## src/design/nvrr_pkg.sv

```systemverilog
// Shared types and constants for the NV21/NV12 resize-rotate-to-BGR core.
// Holds the transaction structs, op and register codes, and the controller command struct.
package nvrr_pkg;

    // Fixed field widths of the transactions
    localparam int ADDR_W      = 20;
    localparam int COORD_W     = 9;
    localparam int CFG_DIM_W   = 11;
    localparam int CFG_INDEX_W = 4;

    // Operation codes
    localparam logic [1:0] OP_LOAD_LUMA   = 2'd0;
    localparam logic [1:0] OP_LOAD_CHROMA = 2'd1;
    localparam logic [1:0] OP_COMPUTE     = 2'd2;

    // Configuration register indexes
    localparam logic [CFG_INDEX_W-1:0] CFG_FRAME_WIDTH   = 4'd0;
    localparam logic [CFG_INDEX_W-1:0] CFG_FRAME_HEIGHT  = 4'd1;
    localparam logic [CFG_INDEX_W-1:0] CFG_CHROMA_ORDER  = 4'd2;
    localparam logic [CFG_INDEX_W-1:0] CFG_ROTATION_CODE = 4'd3;

    // Configuration reset values
    localparam logic [CFG_DIM_W-1:0] FRAME_WIDTH_RST  = 11'd640;
    localparam logic [CFG_DIM_W-1:0] FRAME_HEIGHT_RST = 11'd480;
    localparam logic                 CHROMA_ORDER_RST = 1'b1;
    localparam logic [1:0]           ROTATION_RST     = 2'd0;

    // Rotation codes
    localparam logic [1:0] ROT_NONE = 2'd0;
    localparam logic [1:0] ROT_90   = 2'd1;
    localparam logic [1:0] ROT_180  = 2'd2;
    localparam logic [1:0] ROT_270  = 2'd3;

    // BT.601 full range, Q2.14
    localparam int               Q_FRAC = 14;
    localparam logic signed [15:0] K_RV = 16'sd22987;
    localparam logic signed [15:0] K_GU = -16'sd5636;
    localparam logic signed [15:0] K_GV = -16'sd11698;
    localparam logic signed [15:0] K_BU = 16'sd29049;

    typedef struct packed {
        logic [1:0]         op;
        logic [ADDR_W-1:0]  addr;
        logic [7:0]         data;
        logic [COORD_W-1:0] out_x;
        logic [COORD_W-1:0] out_y;
    } in_item_t;

    typedef struct packed {
        logic signed [7:0] blue;
        logic signed [7:0] green;
        logic signed [7:0] red;
    } out_item_t;

    // Controller to datapath commands
    typedef struct packed {
        logic       wr_luma;
        logic       wr_chroma;
        logic       capture;
        logic       scale;
        logic       quot;
        logic       addr;
        logic       rd;
        logic [1:0] pair;
        logic       acc_clear;
        logic       acc;
        logic       conv;
        logic       out_load;
    } nvrr_cmd_t;

endpackage

```

## src/design/nvrr_ctrl.sv

```systemverilog
// Controller FSM for the NV21/NV12 resize-rotate-to-BGR core.
// Sequences load and compute transactions; depends on nvrr_pkg.
module nvrr_ctrl (
    input  logic                clk,
    input  logic                rst_n,
    input  logic                in_valid,
    input  logic [1:0]          in_op,
    input  logic                out_stall,
    output logic                in_stall,
    output logic                out_valid,
    output nvrr_pkg::nvrr_cmd_t cmd
);

    typedef enum logic [10:0] {
        S_IDLE  = 11'b000_0000_0001,
        S_SCALE = 11'b000_0000_0010,
        S_QUOT  = 11'b000_0000_0100,
        S_ADDR  = 11'b000_0000_1000,
        S_RD0   = 11'b000_0001_0000,
        S_RD1   = 11'b000_0010_0000,
        S_RD2   = 11'b000_0100_0000,
        S_RD3   = 11'b000_1000_0000,
        S_ACC   = 11'b001_0000_0000,
        S_CONV  = 11'b010_0000_0000,
        S_DONE  = 11'b100_0000_0000
    } state_t;

    state_t state_reg, state_next;
    logic   out_valid_reg, out_valid_next;
    logic   in_take;
    logic   out_free;

    assign in_stall  = (state_reg != S_IDLE);
    assign in_take   = in_valid && (state_reg == S_IDLE);
    assign out_free  = !out_valid_reg || !out_stall;
    assign out_valid = out_valid_reg;

    // Next state and command decode
    always_comb
    begin
        state_next = state_reg;
        cmd        = '0;
        case (state_reg)
            S_IDLE:
            begin
                if (in_take)
                begin
                    cmd.wr_luma   = (in_op == nvrr_pkg::OP_LOAD_LUMA);
                    cmd.wr_chroma = (in_op == nvrr_pkg::OP_LOAD_CHROMA);
                    if (in_op == nvrr_pkg::OP_COMPUTE)
                    begin
                        cmd.capture = 1'b1;
                        state_next  = S_SCALE;
                    end
                end
            end
            S_SCALE:
            begin
                cmd.scale  = 1'b1;
                state_next = S_QUOT;
            end
            S_QUOT:
            begin
                cmd.quot   = 1'b1;
                state_next = S_ADDR;
            end
            S_ADDR:
            begin
                cmd.addr   = 1'b1;
                state_next = S_RD0;
            end
            S_RD0:
            begin
                cmd.rd     = 1'b1;
                cmd.pair   = 2'd0;
                state_next = S_RD1;
            end
            S_RD1:
            begin
                cmd.rd        = 1'b1;
                cmd.pair      = 2'd1;
                cmd.acc_clear = 1'b1;
                state_next    = S_RD2;
            end
            S_RD2:
            begin
                cmd.rd     = 1'b1;
                cmd.pair   = 2'd2;
                cmd.acc    = 1'b1;
                state_next = S_RD3;
            end
            S_RD3:
            begin
                cmd.rd     = 1'b1;
                cmd.pair   = 2'd3;
                cmd.acc    = 1'b1;
                state_next = S_ACC;
            end
            S_ACC:
            begin
                cmd.acc    = 1'b1;
                state_next = S_CONV;
            end
            S_CONV:
            begin
                cmd.conv   = 1'b1;
                state_next = S_DONE;
            end
            S_DONE:
            begin
                if (out_free)
                begin
                    cmd.out_load = 1'b1;
                    state_next   = S_IDLE;
                end
            end
            default:
            begin
                state_next = S_IDLE;
            end
        endcase
    end

    // Output valid: set on load, cleared when the transaction is taken
    always_comb
    begin
        out_valid_next = out_valid_reg;
        if (cmd.out_load)
            out_valid_next = 1'b1;
        else if (!out_stall)
            out_valid_next = 1'b0;
    end

    always_ff @(posedge clk or negedge rst_n)
    begin
        if (!rst_n)
        begin
            state_reg     <= S_IDLE;
            out_valid_reg <= 1'b0;
        end
        else
        begin
            state_reg     <= state_next;
            out_valid_reg <= out_valid_next;
        end
    end

endmodule

```

## config.mk

```make
export PLATFORM = sky130hd
export DESIGN_NAME = nvrr_ctrl
export DESIGN_NICKNAME = d
export VERILOG_FILES = /design/src/design/nvrr_pkg.sv /design/src/design/nvrr_ctrl.sv
export SDC_FILE = /design/constraint.sdc
export NUM_CORES = 1
export LEC_CHECK = 0
export ABC_AREA = 1
export ABC_CLOCK_PERIOD_IN_PS = 4400
export BUFFER_PORTS_ARGS = -buffer_cell sky130_fd_sc_hd__buf_2
export CORE_MARGIN = 2
export CORE_UTILIZATION = 50
export CTS_CLUSTER_DIAMETER = 120
export DETAILED_ROUTE_END_ITERATION = 10
export PLACE_DENSITY = 0.77
export SETUP_SLACK_MARGIN = 0.1
export SYNTH_ARGS = -nofsm -noshare
export SYNTH_HDL_FRONTEND = slang
export SYNTH_SLANG_ARGS = --single-unit
```

## constraint.sdc

```tcl
create_clock -name clk -period 4.4 [get_ports clk]
set_input_delay 0.88 -clock clk [delete_from_list [all_inputs] [get_ports clk]]
set_output_delay 0.88 -clock clk [all_outputs]
set_load 0.01 [all_outputs]
```

==> impl_metrics.csv, run 1 <==
group,metric,value,unit
run_status,status,"finished clean",
route,drt_iter0_drc,19,
floorplan,dieArea,1760,um^2
critical_path,crit_required,3.52,ns
power_and_ir_drop,total_power,0.000328,W
critical_path,r2r_cells,8,
global_route,busiest_layer,"met2",
global_route,grt_first_pass_wirelength,2.61,mm
power_and_ir_drop,p_comb_share,33.7,%
global_route,met3_usage,6.96,%
power_and_ir_drop,clockPowerShare,27.9,%
clock_tree,htree_num_levels,1,
layout,fill_cells,119,
logic_synthesis,syn-cell-area,719,um^2
layout,nets,130,
timing,min_period,2.70,ns
power_and_ir_drop,max-vdd-ir-drop,0.000243,V
floorplan,io_pins,21,
clock_tree,clk_pin_slew,0.08,ns
timing,hold_viol_final,0,
logic_synthesis,yosys_warnings,0,
critical_path,path_buf_inv,2,
critical_path,start_kind,"register",
logic_synthesis,yosysTopAreaCell,"dfrtp_1",
timing,worst_slew_pin_slew,0.291,ns
critical_path,critPathSlowestCell,"dfstp_2",
logic_synthesis,synth.distinct_cells,18,
critical_path,critPathMaxStageDelay,0.54,ns
critical_path,path_cells,"inv_1, nor3_4, nand2_4, or3b_4, nor2_2, buf_2",
global_route,grt_use_total,20.0,%
clock_tree,cts_tree,"yes",
clock_tree,hold_buffers,0,
timing,finalMaxSlewViolations,0,
global_route,antenna_found_initial,0,
timing,fin_crit_sh,61.3,%
layout,synthToLayoutAreaGrowth,20.5,%
timing,skew,0.00242,ns
global_route,grt_max_degree,13,
placed_design,gp_congestion,0.852,
layout,largest_reg_flops,11,
clock_tree,clockBufferDepth,2,
layout,layout.area.seq,302,um^2
timing,setup_tns,0,ns
layout,drive_above_1_share,30.9,%
global_route,grt_util_met1,24.2,%
clock_tree,clock-sinks,12,
critical_path,end_kind,"primary output",
min_path,worstHoldPathType,"in2async",
floorplan,start_util,54.6,%
logic_synthesis,synth.avg_cell_area,7.19,um^2
layout,diodes,0,
route,wire_per_inst,11.2,um
global_route,use_met2,32.5,%
critical_path,path_max_fanout,5,
floorplan,std_cell_rows,13,
layout,multi_input_area,335,um^2
power_and_ir_drop,power_leakage,0.574,nW
floorplan,die_w,41.9,um
placed_design,port-buffer-count,20,
route,routed_wl,1.55,mm
critical_path,crit_type,"reg2out",
logic_synthesis,yosys-top-cells-area,"dfrtp_1 (38%), nand2_1 (10%), inv_1 (9.4%)",
logic_synthesis,synth_top_area_share,38.3,%
timing,slew_headroom,80.5,%
timing,setup_viol,0,
logic_synthesis,synth_fp_nets,106,
clock_tree,numCtsBuffers,3,
power_and_ir_drop,p_per_area,378,nW/um^2
run,cap_violations,0,
critical_path,crit_cells,6,
logic_synthesis,syn-instance-count,100,
logic_synthesis,synth-seq-cells,12,
global_route,grt_pass1_vias,593,
power_and_ir_drop,p_int,0.000210,W
floorplan,fp.coreArea,1320,um^2
timing,max_freq,371,MHz
placed_design,dp_hpwl,1.17,mm
power_and_ir_drop,swShare,36.0,%
critical_path,critical_path.top_delay_family,"simple AND/OR/NAND/NOR gates",
critical_path,cp_data_arrival_time,1.82,ns
logic_synthesis,synth_seq_area_share,41.9,%
route,via_per_inst,4.91,
clock_tree,post-cts-setup-buffers,0,
route,dr.pass1.iters,4,
power_and_ir_drop,sequentialPowerShare,38.4,%
route,drc,0,
clock_tree,clock-root-buffer,"clkbuf_4",
route,postRouteAntennaNets,0,
global_route,grt_overflow,0,
clock_tree,insertion_delay,0.28,ns
clock_tree,post_cts_resized,0,
timing,rsz0062_at_grt,"false",
floorplan,die_height,41.9,um
layout,utilization,65.8,%
power_and_ir_drop,switchingPower,0.000118,W
route,num_vias,678,
-- cell families after synthesis --
kind of cell | Yosys count | share of synthesized area (%)
flops | 12 | 41.9
compound gates | 3 | 2.61
buf+inv | 21 | 11.5
simple gates | 64 | 44.0
-- synthesized netlist by cell type (all sizes together) --
master,n
nand2,23
nor2,23
inv,20
dfrtp,11
nand3,8
nor3,8
o21ai,3
buf,1
dfstp,1
nand4,1
or3b,1
-- power by group through the flow --
stage / Clock [W] / Combinational (W) / Sequential [W]
final: 0.0000914 / 0.000110 / 0.000126
after global routing: 0.0000979 / 0.000124 / 0.000126
after floorplan: 0 / 0.0000844 / 0.000126
after global placement: 0 / 0.000107 / 0.000127
after CTS: 0.0000897 / 0.000111 / 0.000126
after detailed placement: 0 / 0.000110 / 0.000128
-- layout make-up --
class	instances	area share [%]
multi-input cells	67	38.7
flip-flops and latches	12	34.8
repair buffers	20	11.5
inverters	20	8.66
well taps	15	2.16
clock buffers	4	4.18
-- per-layer routing --
metal  vias up  part of all wire (%)
met1       303                    41
met4         0                   1.7
met5         -                     0
li1        351                     -
met3         5                   5.3
met2        19                    51
-- layout by cell type, fill, tap and decap left out --
cell and count:
nand2_1 20, buf_2 20, nor2_1 18, inv_1 18, dfrtp_1 11, nand3_1 8
nor3_1 7, nor2_2 3, clkbuf_4 3, nor2_4 2, nand2_2 2, inv_2 2
o21ai_0 2, o21ai_2 1, nor3_4 1, nand2_4 1, or3b_4 1, nand4_1 1
clkbuf_8 1, dfstp_2 1
-- final timing paths --
| check | to | slack, ns | from |
|---|---|---|---|
| max in group asynchronous | state_reg[0] | 3.66 | rst_n |
| setup reg to reg | state_reg[0] | 3.00 | state_reg[6] |
| min in group clk | out_valid | 0.49 | out_valid |
| setup / recovery | cmd[11] | 1.70 | state_reg[0] |
| hold reg to reg | out_valid | 0.49 | out_valid |
| hold / removal | state_reg[1] | 0.46 | rst_n |
-- per-stage QoR --
step / hold WS [ns] / cells / cell area, um^2 / worst slack [ns]
after CTS: 0.472 / 138 / 867 / 1.71
after global placement: 0.474 / 134 / 831 / 1.94
after global routing: 0.463 / 138 / 867 / 1.60
after floorplan: 0.531 / 100 / 719 / 2.11
final: 0.463 / 138 / 867 / 1.70
after detailed placement: 0.477 / 134 / 831 / 1.93
No activity file was read; power rests on OpenSTA's default activity.
==> run 2: changes to the inputs <==
Settings changed: ABC_AREA 1 to 0, ABC_CLOCK_PERIOD_IN_PS 4400 to 2400, CORE_UTILIZATION 50 to 44, PLACE_DENSITY 0.77 to 0.72.
Clock period 4.4 ns to 2.4 ns, I/O delays scaled along.
==> run 2 against run 1 <==
Design area is 12% higher. Combinational power grew 88%. Highest routed layer unchanged. Sequential share of layout area fell by 3.0 points. Via count shrank 0.15%. Largest cell class unchanged. Sequential cell count stayed put. Clock power rose by 73%. Synthesized cell count is 25% lower. Utilization decreased by 2.3 points.
==> impl_metrics.csv, run 2 <==
group,metric,value,unit
min_path,worstHoldPathType,"in2async",
power_and_ir_drop,power_leakage,0.468,nW
layout,multi_input_area,429,um^2
route,postRouteAntennaNets,0,
timing,finalMaxSlewViolations,0,
layout,layout_commonest_cell,"buf_2",
global_route,grt_overflow,0,
run,cap_violations,0,
timing,slew_headroom,81.5,%
timing,setup_slack,0.0253,ns
placed_design,port-buffer-count,20,
floorplan,std_cell_rows,14,
floorplan,io_pins,21,
logic_synthesis,yosys-top-cells-area,"dfrtp_1 (38%), nor2_1 (7.3%), nor2b_1 (4.4%)",
clock_tree,htree_num_levels,1,
logic_synthesis,synth-seq-cells,12,
route,drc,0,
route,drt_iter0_drc,23,
layout,layout.area.seq,308,um^2
route,num_vias,677,
logic_synthesis,synth.distinct_cells,32,
placed_design,gp_congestion,0.786,
timing,fin_crit_sh,98.9,%
timing,max_freq,421,MHz
floorplan,die_height,44.3,um
run_status,status,"finished clean",
layout,diodes,0,
route,via_per_inst,5.55,
logic_synthesis,synth.avg_cell_area,9.54,um^2
logic_synthesis,syn-instance-count,75,
logic_synthesis,synthFlopType,"dfrtp_1",
timing,skew,0.00132,ns
logic_synthesis,synthTopCellsByCount,"nor2_1 (14), dfrtp_1 (11), nor2b_1 (5)",
critical_path,start_kind,"register",
floorplan,start_util,47.0,%
timing,setup_viol,0,
floorplan,fp.coreArea,1520,um^2
critical_path,crit_type,"reg2out",
clock_tree,clock-root-buffer,"clkbuf_4",
timing,worst_slew_pin_slew,0.273,ns
timing,min_period,2.37,ns
route,wire_per_inst,13.3,um
logic_synthesis,yosysMostFrequentCell,"nor2_1",
power_and_ir_drop,p_per_area,612,nW/um^2
floorplan,dieArea,1970,um^2
logic_synthesis,synth_edf_count,0,
clock_tree,numCtsBuffers,3,
placed_design,dp_slack,0.208,ns
timing,hold_viol_final,0,
clock_tree,clk_pin_slew,0.07,ns
layout,drive_above_1_share,49.1,%
global_route,grt_use_total,18.1,%
logic_synthesis,async_flop_share,100,%
clock_tree,cts_tree,"yes",
logic_synthesis,yosys_warnings,0,
critical_path,cp_data_arrival_time,1.89,ns
critical_path,path_max_fanout,3,
floorplan,die_w,44.3,um
timing,setup_tns,0,ns
layout,fill_cells,127,
clock_tree,clockBufferDepth,2,
clock_tree,clock-sinks,12,
route,dr.pass1.iters,4,
timing,rsz0062_at_grt,"true",
layout,final_cell_mix,"buf_2 (20), nor2_1 (13), buf_4 (10), dfrtp_1 (6)",
placed_design,dp_hpwl,1.15,mm
layout,synthToLayoutAreaGrowth,35.3,%
logic_synthesis,yosysTopAreaCell,"dfrtp_1",
global_route,grt_first_pass_wirelength,2.59,mm
logic_synthesis,synth_fp_nets,81,
layout,nets,113,
clock_tree,insertion_delay,0.27,ns
global_route,grt_pass1_vias,615,
critical_path,end_kind,"primary output",
logic_synthesis,synth_top_area_share,38.5,%
route,routed_wl,1.62,mm
global_route,grt_max_degree,13,
critical_path,crit_required,1.92,ns
logic_synthesis,synth_seq_area_share,42.1,%
power_and_ir_drop,max-vdd-ir-drop,0.000378,V
global_route,antenna_found_initial,0,
layout,largest_reg_flops,11,
logic_synthesis,syn-cell-area,716,um^2
-- run 2: cell types whose count changed after synthesis, moves of 3 or more --
cell,previous run,this run
nand2_1,20,4
nor2b_1,0,5
nor2_1,18,14
nor2_2,3,0
nor3b_1,0,3
inv_1,18,0
nand3_1,8,2
nand3b_1,0,4
nor3_1,7,2
-- run 2: final timing paths --
| check | slack, ns | end | cells past startpoint | start |
|---|---|---|---|---|
| min in group clk | 0.45 | out_valid | 3 | out_stall |
| min | 0.07 | state_reg[10] | 1 | rst_n |
| max reg2reg | 0.81 | state_reg[0] | 7 | state_reg[4] |
| min reg2reg | 0.54 | state_reg[8] | 1 | state_reg[6] |
| max in group asynchronous | 2.06 | state_reg[0] | 1 | rst_n |
| max | 0.03 | cmd[0] | 5 | state_reg[4] |
-- run 2: worst max-delay path, cell delays in order, from the launching register on --
cell and delay (ns):
dfrtp_2 0.43, nor4_4 0.33, nand3_2 0.11, or4b_4 0.50
a21oi_2 0.11, buf_2 0.13
-- run 2: cells by family (layout without fill, tap and decap cells) --
| logic type | after synthesis | count (layout) | synth area share, % |
|---|---|---|---|
| DFF | 12 | 12 | 42.1 |
| AOI/OAI and AO/OA | 10 | 10 | 9.97 |
| and+or+nand+nor | 47 | 47 | 40.6 |
| buffers and inverters | 3 | 34 | 3.67 |
| xor gates and xnor gates | 3 | 3 | 3.67 |
-- run 2: where the power goes --
group          leakage (nW)  internal [W]  total [W]  switching, W
Sequential            0.156      0.000218   0.000227    0.00000929
Clock                0.0210     0.0000922   0.000158     0.0000661
Combinational         0.292     0.0000997   0.000207      0.000107
Total                 0.468      0.000410   0.000593      0.000183
-- run 2: per-stage QoR --
step                      utilization, %  power [W]  instance area (um^2)  hold slack (ns)  instances
final                               63.5   0.000593                   968           0.0701        122
after global routing                63.5   0.000627                   968           0.0699        122
after CTS                           60.8   0.000577                   927           0.0698        121
after detailed placement            55.1   0.000378                   840            0.369        112
after global placement              55.1   0.000375                   840            0.371        112
after floorplan                        -   0.000326                   716            0.184         75
-- run 2: area by class of cell --
cell class,instances,share of cell area [%]
flip-flops and latches,12,31.8
clock buffers,4,3.75
well taps,16,2.07
repair buffers,30,18.1
multi-input cells,60,44.3
-- run 2: what timing repair did --
action,in CTS,in global routing
hold buffers,0,0
pin swaps,3,1
resized for setup,5,8
buffers inserted,5,1
setup endpoints to repair,5,6
-- run 2: metal layers --
metal  wire length [um]  vias to the layer above  share of wire [%]  global-route usage [%]
met3                127                        4                7.9                    6.53
met2                765                       30                 47                    30.6
met1                717                      311                 44                    22.1
met5                  0                        -                  0                       0
met4                  7                        0               0.43                    3.64
li1                   -                      332                  -                       -
